### src/rtl/pf_pkg.sv
// shared types, codes and helpers for the playfair encrypt unit
package pf_pkg;

  localparam int unsigned LETTER_W        = 5;
  localparam int unsigned ALPHABET        = 26;
  localparam int unsigned SQUARE_SIDE_DEF = 5;

  typedef logic [LETTER_W-1:0] letter_t;

  localparam letter_t LETTER_I    = letter_t'(8);
  localparam letter_t LETTER_J    = letter_t'(9);
  localparam letter_t LETTER_LAST = letter_t'(ALPHABET - 1);

  // op codes of an input beat
  localparam logic [1:0] OP_KEY    = 2'd0;
  localparam logic [1:0] OP_FINISH = 2'd1;
  localparam logic [1:0] OP_PAIR   = 2'd2;

  typedef struct packed {
    logic [1:0] op;
    letter_t    letter_a;
    letter_t    letter_b;
  } in_item_t;

  typedef struct packed {
    letter_t cipher_a;
    letter_t cipher_b;
  } out_item_t;

  // control from the sequencer to every lane
  typedef struct packed {
    logic    wr_en;
    letter_t wr_letter;
    letter_t key_a;
    letter_t key_b;
  } lane_ctl_t;

  typedef enum logic [2:0] {
    ST_IDLE = 3'b001,
    ST_LOOK = 3'b010,
    ST_FILL = 3'b100
  } state_t;

  // j shares the cell of i
  function automatic letter_t fold(input letter_t c);
    return (c == LETTER_J) ? LETTER_I : c;
  endfunction

endpackage

### src/rtl/pf_lane.sv
// one key square cell: storage, letter match and target pick
module pf_lane #(
  parameter int unsigned CELL_IDX = 0,
  parameter int unsigned CNT_W    = 5,
  parameter int unsigned POS_W    = 5
) (
  input  logic              clk,
  input  pf_pkg::lane_ctl_t ctl,
  input  logic [CNT_W-1:0]  fill_cnt,
  input  logic [POS_W-1:0]  tgt_a,
  input  logic [POS_W-1:0]  tgt_b,
  output logic              hit_a,
  output logic              hit_b,
  output pf_pkg::letter_t   pick_a,
  output pf_pkg::letter_t   pick_b
);

  pf_pkg::letter_t cell_r;

  // the cell takes the next placed letter when the fill pointer reaches it
  always_ff @(posedge clk) begin
    if (ctl.wr_en && (fill_cnt == CNT_W'(CELL_IDX))) begin
      cell_r <= ctl.wr_letter;
    end
  end

  // plaintext letter lookup
  assign hit_a = (cell_r == ctl.key_a);
  assign hit_b = (cell_r == ctl.key_b);

  // present the letter only when this cell is the cipher target
  assign pick_a = (tgt_a == POS_W'(CELL_IDX)) ? cell_r : '0;
  assign pick_b = (tgt_b == POS_W'(CELL_IDX)) ? cell_r : '0;

endmodule

### src/rtl/pf_merge.sv
// merge of lane results: match positions and picked cipher letters
module pf_merge #(
  parameter int unsigned CELLS = 25,
  parameter int unsigned POS_W = 5
) (
  input  logic [CELLS-1:0] hit_a,
  input  logic [CELLS-1:0] hit_b,
  input  pf_pkg::letter_t  pick_a [CELLS],
  input  pf_pkg::letter_t  pick_b [CELLS],
  output logic [POS_W-1:0] pos_a,
  output logic [POS_W-1:0] pos_b,
  output pf_pkg::letter_t  let_a,
  output pf_pkg::letter_t  let_b
);

  // letters are unique in the square, so an or of the hit indices encodes
  // the match; no hit gives position zero
  always_comb begin
    pos_a = '0;
    pos_b = '0;
    let_a = '0;
    let_b = '0;
    for (int k = 0; k < CELLS; k++) begin
      if (hit_a[k]) pos_a = pos_a | POS_W'(k);
      if (hit_b[k]) pos_b = pos_b | POS_W'(k);
      let_a = let_a | pick_a[k];
      let_b = let_b | pick_b[k];
    end
  end

endmodule

### src/rtl/pf_rule.sv
// playfair rules: cipher cell positions from the two plaintext positions
module pf_rule #(
  parameter int unsigned SIDE  = 5,
  parameter int unsigned POS_W = 5
) (
  input  logic [POS_W-1:0] pos_a,
  input  logic [POS_W-1:0] pos_b,
  output logic [POS_W-1:0] tgt_a,
  output logic [POS_W-1:0] tgt_b
);

  localparam logic [POS_W-1:0] SIDE_P    = POS_W'(SIDE);
  localparam logic [POS_W-1:0] LAST_COL  = POS_W'(SIDE - 1);
  localparam logic [POS_W-1:0] LAST_BASE = POS_W'((SIDE - 1) * SIDE);

  logic [POS_W-1:0] base_a, base_b, col_a, col_b;
  logic [POS_W-1:0] ncol_a, ncol_b, nbase_a, nbase_b;

  // split a position into row start and column
  always_comb begin
    base_a = '0;
    base_b = '0;
    for (int r = 1; r < SIDE; r++) begin
      if (pos_a >= POS_W'(r * SIDE)) base_a = POS_W'(r * SIDE);
      if (pos_b >= POS_W'(r * SIDE)) base_b = POS_W'(r * SIDE);
    end
  end

  assign col_a = pos_a - base_a;
  assign col_b = pos_b - base_b;

  // wrapped neighbors to the right and below
  assign ncol_a  = (col_a == LAST_COL) ? '0 : col_a + 1'b1;
  assign ncol_b  = (col_b == LAST_COL) ? '0 : col_b + 1'b1;
  assign nbase_a = (base_a == LAST_BASE) ? '0 : base_a + SIDE_P;
  assign nbase_b = (base_b == LAST_BASE) ? '0 : base_b + SIDE_P;

  // same row, then same column, then rectangle
  always_comb begin
    if (base_a == base_b) begin
      tgt_a = base_a + ncol_a;
      tgt_b = base_b + ncol_b;
    end else if (col_a == col_b) begin
      tgt_a = nbase_a + col_a;
      tgt_b = nbase_b + col_b;
    end else begin
      tgt_a = base_a + col_b;
      tgt_b = base_b + col_a;
    end
  end

endmodule

### src/rtl/playfair_cipher_encrypt_unit.sv
// playfair encrypt unit: key square build and pair encryption over cell lanes
//
//   channel | direction | payload            | handshake
//   in_     | input     | op, letter_a/b     | in_valid, in_stall
//   out_    | output    | cipher_a/b         | out_valid, out_stall
//
// a key letter beat is handled as it is accepted; for a letter pair the lane
// compares find both letters and their positions are registered, then the rule
// and the lane pick load the output register in the lookup state.
// the finish beat walks the alphabet through the shared place logic, one
// letter a cycle, with in_stall high.
// synchronous reset clears the seen set, the fill pointer and the ready flag;
// the square cells hold garbage until written.
// a stalled result stays in the output register; a pair waits in the
// lookup stage until that register frees up.
module playfair_cipher_encrypt_unit #(
  parameter int unsigned SQUARE_SIDE = pf_pkg::SQUARE_SIDE_DEF
) (
  input  logic             clk,
  input  logic             rst_n,
  input  logic             in_valid,
  output logic             in_stall,
  input  pf_pkg::in_item_t in_data,
  output logic             out_valid,
  input  logic             out_stall,
  output pf_pkg::out_item_t out_data
);

  localparam int unsigned CELLS = SQUARE_SIDE * SQUARE_SIDE;
  localparam int unsigned POS_W = $clog2(CELLS);
  localparam int unsigned CNT_W = $clog2(CELLS + 1);
  localparam logic [CNT_W-1:0] CELLS_C = CNT_W'(CELLS);

  pf_pkg::state_t state_r, state_nxt;
  logic [pf_pkg::ALPHABET-1:0] seen_r, seen_nxt;
  logic [CNT_W-1:0] fill_cnt_r, fill_cnt_nxt;
  logic ready_r, ready_nxt;
  pf_pkg::letter_t fill_let_r, fill_let_nxt;
  logic [POS_W-1:0] pos_a_r, pos_b_r;
  logic out_valid_r, out_valid_nxt;
  pf_pkg::out_item_t out_data_r;

  logic in_acc, load_out;
  logic letters_ok;
  pf_pkg::letter_t key_a, key_b, place_let;
  logic place_try, do_place;
  pf_pkg::lane_ctl_t ctl;

  logic [CELLS-1:0] hit_a, hit_b;
  pf_pkg::letter_t pick_a [CELLS];
  pf_pkg::letter_t pick_b [CELLS];
  logic [POS_W-1:0] pos_a, pos_b, tgt_a, tgt_b;
  pf_pkg::letter_t let_a, let_b;

  // handshake
  assign in_stall  = (state_r != pf_pkg::ST_IDLE);
  assign in_acc    = in_valid && !in_stall;
  assign load_out  = (state_r == pf_pkg::ST_LOOK) && (!out_valid_r || !out_stall);
  assign out_valid = out_valid_r;
  assign out_data  = out_data_r;

  assign letters_ok = (in_data.letter_a < pf_pkg::LETTER_W'(pf_pkg::ALPHABET))
                   && (in_data.letter_b < pf_pkg::LETTER_W'(pf_pkg::ALPHABET));
  assign key_a = pf_pkg::fold(in_data.letter_a);
  assign key_b = pf_pkg::fold(in_data.letter_b);

  // shared place logic for key letters and the finish walk
  assign place_let = (state_r == pf_pkg::ST_FILL) ? fill_let_r : key_a;
  assign place_try = (in_acc && (in_data.op == pf_pkg::OP_KEY) && !ready_r
                      && (in_data.letter_a < pf_pkg::LETTER_W'(pf_pkg::ALPHABET)))
                  || ((state_r == pf_pkg::ST_FILL) && (fill_let_r != pf_pkg::LETTER_J));
  assign do_place  = place_try && !seen_r[place_let] && (fill_cnt_r < CELLS_C);

  assign ctl.wr_en     = do_place;
  assign ctl.wr_letter = place_let;
  assign ctl.key_a     = key_a;
  assign ctl.key_b     = key_b;

  // sequencer
  always_comb begin
    state_nxt     = state_r;
    seen_nxt      = seen_r;
    fill_cnt_nxt  = fill_cnt_r;
    ready_nxt     = ready_r;
    fill_let_nxt  = fill_let_r;
    out_valid_nxt = out_valid_r && out_stall;
    if (do_place) begin
      seen_nxt[place_let] = 1'b1;
      fill_cnt_nxt        = fill_cnt_r + 1'b1;
    end
    case (state_r)
      pf_pkg::ST_IDLE: begin
        if (in_acc) begin
          if ((in_data.op == pf_pkg::OP_FINISH) && !ready_r) begin
            state_nxt    = pf_pkg::ST_FILL;
            fill_let_nxt = '0;
          end else if ((in_data.op == pf_pkg::OP_PAIR) && ready_r && letters_ok) begin
            state_nxt = pf_pkg::ST_LOOK;
          end
        end
      end
      pf_pkg::ST_LOOK: begin
        if (load_out) begin
          out_valid_nxt = 1'b1;
          state_nxt     = pf_pkg::ST_IDLE;
        end
      end
      pf_pkg::ST_FILL: begin
        fill_let_nxt = fill_let_r + 1'b1;
        if (fill_let_r == pf_pkg::LETTER_LAST) begin
          ready_nxt = 1'b1;
          state_nxt = pf_pkg::ST_IDLE;
        end
      end
      default: begin
        state_nxt = pf_pkg::ST_IDLE;
      end
    endcase
  end

  // control registers
  always_ff @(posedge clk) begin
    if (!rst_n) begin
      state_r     <= pf_pkg::ST_IDLE;
      seen_r      <= '0;
      fill_cnt_r  <= '0;
      ready_r     <= 1'b0;
      out_valid_r <= 1'b0;
    end else begin
      state_r     <= state_nxt;
      seen_r      <= seen_nxt;
      fill_cnt_r  <= fill_cnt_nxt;
      ready_r     <= ready_nxt;
      out_valid_r <= out_valid_nxt;
    end
  end

  // payload registers
  always_ff @(posedge clk) begin
    fill_let_r <= fill_let_nxt;
    if (in_acc) begin
      pos_a_r <= pos_a;
      pos_b_r <= pos_b;
    end
    if (load_out) begin
      out_data_r.cipher_a <= let_a;
      out_data_r.cipher_b <= let_b;
    end
  end

  // cell lanes
  for (genvar k = 0; k < CELLS; k++) begin : g_lane
    pf_lane #(
      .CELL_IDX (k),
      .CNT_W    (CNT_W),
      .POS_W    (POS_W)
    ) u_lane (
      .clk      (clk),
      .ctl      (ctl),
      .fill_cnt (fill_cnt_r),
      .tgt_a    (tgt_a),
      .tgt_b    (tgt_b),
      .hit_a    (hit_a[k]),
      .hit_b    (hit_b[k]),
      .pick_a   (pick_a[k]),
      .pick_b   (pick_b[k])
    );
  end

  // merge of lane hits and picks
  pf_merge #(
    .CELLS (CELLS),
    .POS_W (POS_W)
  ) u_merge (
    .hit_a  (hit_a),
    .hit_b  (hit_b),
    .pick_a (pick_a),
    .pick_b (pick_b),
    .pos_a  (pos_a),
    .pos_b  (pos_b),
    .let_a  (let_a),
    .let_b  (let_b)
  );

  // cipher positions from the stored plaintext positions
  pf_rule #(
    .SIDE  (SQUARE_SIDE),
    .POS_W (POS_W)
  ) u_rule (
    .pos_a (pos_a_r),
    .pos_b (pos_b_r),
    .tgt_a (tgt_a),
    .tgt_b (tgt_b)
  );

  // a new result only comes out of the lookup stage
  a_out_from_look: assert property (@(posedge clk) disable iff (!rst_n)
    $rose(out_valid_r) |-> $past(state_r == pf_pkg::ST_LOOK))
    else $error("result without a lookup");

  // once finished the square stays finished
  a_ready_holds: assert property (@(posedge clk) disable iff (!rst_n)
    ready_r |=> ready_r)
    else $error("ready flag dropped");

  // the finish walk leaves every cell filled
  a_fill_full: assert property (@(posedge clk) disable iff (!rst_n)
    (state_r == pf_pkg::ST_FILL) && (fill_let_r == pf_pkg::LETTER_LAST)
    |=> (fill_cnt_r == CELLS_C) && ready_r)
    else $error("square not full after finish");

  // a pair is only looked up in a finished square
  a_look_ready: assert property (@(posedge clk) disable iff (!rst_n)
    (state_r == pf_pkg::ST_LOOK) |-> ready_r)
    else $error("lookup before square finished");

endmodule

### config.mk
export PLATFORM = sky130hd
export DESIGN_NAME = playfair_cipher_encrypt_unit
export DESIGN_NICKNAME = d
export VERILOG_FILES = /design/src/rtl/pf_pkg.sv /design/src/rtl/pf_lane.sv /design/src/rtl/pf_merge.sv /design/src/rtl/pf_rule.sv /design/src/rtl/playfair_cipher_encrypt_unit.sv
export SDC_FILE = /design/constraint.sdc
export NUM_CORES = 1
export LEC_CHECK = 0
export ABC_AREA = 1
export BUFFER_PORTS_ARGS = -buffer_cell sky130_fd_sc_hd__buf_4
export CAP_MARGIN = 20
export CELL_PAD_IN_SITES_DETAIL_PLACEMENT = 1
export CELL_PAD_IN_SITES_GLOBAL_PLACEMENT = 2
export CORE_UTILIZATION = 37
export CTS_BUF_LIST = sky130_fd_sc_hd__clkbuf_16
export CTS_CLUSTER_SIZE = 24
export DETAILED_ROUTE_END_ITERATION = 7
export PLACE_DENSITY_LB_ADDON = 0.1
export SLEW_MARGIN = 20
export SYNTH_ARGS = -nofsm -noshare
export SYNTH_HDL_FRONTEND = slang
export SYNTH_HIERARCHICAL = 1
export SYNTH_SLANG_ARGS = --single-unit
### constraint.sdc
create_clock -name clk -period 6.9 [get_ports clk]
set_clock_uncertainty 0.05 [all_clocks]
set_input_delay 1.38 -clock clk [delete_from_list [all_inputs] [get_ports clk]]
set_output_delay 1.38 -clock clk [all_outputs]
set_load 0.05 [all_outputs]
# Word level (Yosys, flattened, before mapping)

Index checks and enable logic that the tools add are counted.

Output and inout port bits: 12
Logic and storage cells: 442
Flip-flop bits (word level): 186
Input port bits: 16

Reductions and logical operators: 56
Bitwise logic cells: 49
Magnitude comparators: 13
$add $sub $neg: 14
Eq/ne operators: 141
Muxes and demuxes: 130

Operators with widths:

| kind                | number |
|---|---|
| $mux 5              | 65 |
| $eq 5x5->1          | 50 |
| $or 5x5->5          | 48 |
| $eq 5x5->1 const B  | 30 |
| $eq 5x4->1 const B  | 26 |
| $mux 4              | 20 |
| $eq 5x3->1 const B  | 14 |
| $mux 3              | 23 |
| $logic_and 1x1->1   | 39 |
| $add 5x5->5         | 6 |
| $eq 5x2->1 const B  | 6 |
| $or 26x26->26       | 1 |
| $add 5x1->5 const B | 4 |
| $ge 5x4->1 const B  | 4 |
| $reduce_or 9->1     | 2 |
| $mux 2              | 8 |
| $eq 5x1->1 const B  | 3 |
| $logic_not 5->1     | 3 |
| $lt 5x5->1 const B  | 3 |
| $add 5x3->5 const B | 2 |
| $ge 5x3->1 const B  | 2 |
| $ge 5x5->1 const B  | 2 |
| $mux 1              | 10 |
| $pmux 5 s2          | 1 |
| other kinds (23)    | 31 |

# Longest topological paths before layout

Word-level depth: 36
Depth in mapped cells: 34
Depth with buffers taken out: 34

# Hierarchy

The synthesis kept the hierarchy.

By module, submodules not included:

| module                           | area an instance (µm²) | instances | cells each |
|---|---|---|---|
| playfair_cipher_encrypt_unit     | 3155.5                 | 1         | 397 |
| pf_rule                          | 2055.7                 | 1         | 325 |
| pf_lane at g_lane[10].u_lane ... | 405.4                  | 4         | 56 |
| pf_lane at g_lane[12].u_lane ... | 392.9                  | 4         | 56 |
| pf_lane at g_lane[0].u_lane ...  | 400.4                  | 3         | 57 |
| pf_merge                         | 1182.4                 | 1         | 297 |
| pf_lane at g_lane[1].u_lane ...  | 411.6                  | 2         | 58 |
| pf_lane at g_lane[21].u_lane ... | 406.6                  | 2         | 55 |
| pf_lane at g_lane[11].u_lane ... | 400.4                  | 2         | 54 |
| pf_lane at g_lane[13].u_lane ... | 399.1                  | 2         | 56 |
| pf_lane at g_lane[4].u_lane ...  | 394.1                  | 2         | 57 |
| pf_lane at g_lane[15].u_lane     | 400.4                  | 1         | 56 |
| pf_lane at g_lane[23].u_lane     | 397.9                  | 1         | 56 |
| pf_lane at g_lane[19].u_lane     | 390.4                  | 1         | 55 |
| pf_lane at g_lane[16].u_lane     | 382.9                  | 1         | 57 |

# Worst setup path before layout

No wires, ideal clock.

Kind: register to register
From: register pos_b_r[2]
To: register out_data_r, in the netlist out_data[0] (data pin)
Period minus slack after synthesis: 5.669 ns
Arrival time: 5.359 ns
Path slack: 1.231 ns
Data required time: 6.590 ns
Stages on the path, launching flop included: 31
Buffers on the path: 0
Cell sequence: edfxtp_1 or2_2 a21oi_1 nand2_1 nand2_1 inv_1 nor2_1 ha_1 inv_1 fa_1 inv_1 ha_1 nand4_1 inv_1 nor2_1 ha_1 inv_1 fa_1 o21ai_0 xor2_1 xnor2_1 xor2_1 nand2_1 nand2_1 nor3b_2 nand3_2 nor2_1 nor2_1 nand2_1 nor2_1 nand3_1

RTL lines:

| element                | line                                | source |
|---|---|---|
| from (decl)            | playfair_cipher_encrypt_unit.sv:39  | `logic [POS_W-1:0] pos_a_r, pos_b_r;` |
| from (signal assigned) | playfair_cipher_encrypt_unit.sv:143 | `pos_b_r <= pos_b;` |
| to (decl)              | playfair_cipher_encrypt_unit.sv:41  | `pf_pkg::out_item_t out_data_r;` |

==> qor.yml <==
crit_family: "simple AND/OR/NAND/NOR gates"
ctsHoldBuffers: 0
initial_core_util: 0.3763
ant_nets: 0
reg2regPathDepth: 31
holdPathEnd: "seen_r[21]$_SDFFE_PN0P_"
syn_area_sq_mm: 0.01625
post-route-period-util: 0.9189
dp_hpwl_mm: 45.73
finalHoldViolations: 0
root_buffer: "clkbuf_16"
min_path_cells: 2
hp-start: "seen_r[21]$_SDFFE_PN0P_"
antenna_found_initial: 0
r2r_start: "pos_b_r[1]$_DFFE_PN_"
cts_sinks: 186
netlist_instances: 2394
grt_setup_unrepaired: "no"
fin_nets: 2516
worstSetupEndpointType: "flop"
path_max_fanout: 25
slowest_stage: "fa_1"
drtIter0Drc: 955
path_buf_inv: 6
viasPerCell: 5.052
antenna_cells: 0
rr_endpoint: "out_data[2]$_DFFE_PP_"
numPortBuffers: 27
grt_max_degree: 52
finalSetupViolations: 0
worstSkewPairLatency_ps: 470
status: "complete, no violations"
tightest_slew_ps: 1083
die_y_microns: 211.5
first_global_vias: 15710
r2r_setup_slack_ps: 560
hp-class: "reg -> reg"
critPathArrivalTime_ps: 6500
io-pin-count: 28
crit_type: "reg -> reg"
avgRoutedWirePerCell_microns: 20.68
path_clk_slew_ps: 80
relSlewSlack: 0.2756
met3_usage: 0.04213
syn_to_final_growth_pct: 10.74
die_area_sq_mm: 0.04475
dr.pass1.iters: 5
core_region_area_sq_mm: 0.04317
post-route-drc-count: 0
cts_tree: "built"
cts_setup_buffers: 0
cts_buffers: 17
drive_above_1_share: 0.1049
drv_slew: 0
wl_mm: 63.14
vias: 15430
grt_use_total: 0.2902
ys_warn_count: 6
gp_congestion: 0.9643
met2_usage: 0.4688
drv_cap: 0
grt_pass1_wl_mm: 95.40
ctsHtreeMaxLevel: 4
ctsResizeCount: 0
cts_buffer_depth: 2
die_w_microns: 211.5
tns_ps: 0
top_usage_layer: "met2"
fin_crit_ps: 6340
crit_path_max_incr_delay_ps: 700
syn_area_per_cell_sq_um: 6.786
overflow: 0
use_met1: 0.4018
syn-num-nets: 2455
required_ps: 7060
fmax_mhz: 157.7
fp-row-count: 76
cp-start-kind: "flop"
-- metrics by stage --
stage               hold WS (ps)    util  std cells  worst slack [ps]  cell area, sq um
finish                     404.1  0.4167       3053             559.9             17990
global route               429.3  0.4167       3053             110.3             17990
CTS                        406.8  0.4167       3053             549.3             17990
detailed placement         394.2  0.4028       3021             575.5             17390
global placement           388.5  0.4028       3021             782.0             17390
floorplan                  380.1       -       2394              1231             16250
-- placed cells by master (no fill, tap or decap), types with 22 or more instances in the layout --
cell type / n
nor2_1: 580
buf_4: 63
inv_2: 23
ha_1: 37
xnor2_1: 156
nand3_2: 43
nand3_1: 160
edfxtp_1: 150
inv_1: 355
nand2_1: 561
nand4_1: 24
xor2_1: 22
nor3_1: 36
a21oi_1: 41
dfxtp_1: 32
-- layer usage --
metal,part of all wire,up-vias
met4,0.020,0
li1,-,7572
met2,0.46,339
met3,0.053,65
met1,0.47,7449
met5,0,-
-- worst max-delay path by stage --
stage | endpoint | from | slack, ps | depth (start not counted)
2_1_floorplan | out_data[0]$_DFFE_PP_ | pos_b_r[2]$_DFFE_PN_ | 1230 | 30
3_3_place_gp | out_data[3]$_DFFE_PP_ | pos_b_r[1]$_DFFE_PN_ | 780 | 31
3_5_place_dp | out_data[0]$_DFFE_PP_ | pos_b_r[1]$_DFFE_PN_ | 580 | 31
4_1_cts | out_data[0]$_DFFE_PP_ | pos_b_r[1]$_DFFE_PN_ | 550 | 31
5_1_grt | out_data[0]$_DFFE_PP_ | pos_b_r[1]$_DFFE_PN_ | 110 | 31
6_report | out_data[2]$_DFFE_PP_ | pos_b_r[1]$_DFFE_PN_ | 560 | 31
-- worst reg2reg max path: cells and delay by family, from the launching register on --
family,cells,cell delay [ps]
simple gates,15,2230
fa+ha+maj,5,1770
compound gates,2,410
xor+xnor,3,510
flops,1,480
buf+inv,6,660
-- state kept, by name (all words and copies together), names as in the netlist --
register	cells
g_lane.u_lane/cell_r	125
fill_let_r	5
fill_cnt_r	5
out_data	10
pos_a_r	5
out_valid	1
state_r	3
seen_r	26
ready_r	1
pos_b_r	5
-- area by class of cell --
cell class                      count  area, sq um
Clock buffer                       19        475.5
Multi-Input combinational cell   1806         9455
Inverter                          377         1418
Tap cell                          585        732.0
Fill cell                        5611        25180
Clock inverter                     13        126.4
Timing Repair Buffer               67        553.0
Sequential cell                   186         5230
Power is not shown: default switching activity piles up to over one toggle a cycle in this logic, so the estimate is an artifact.
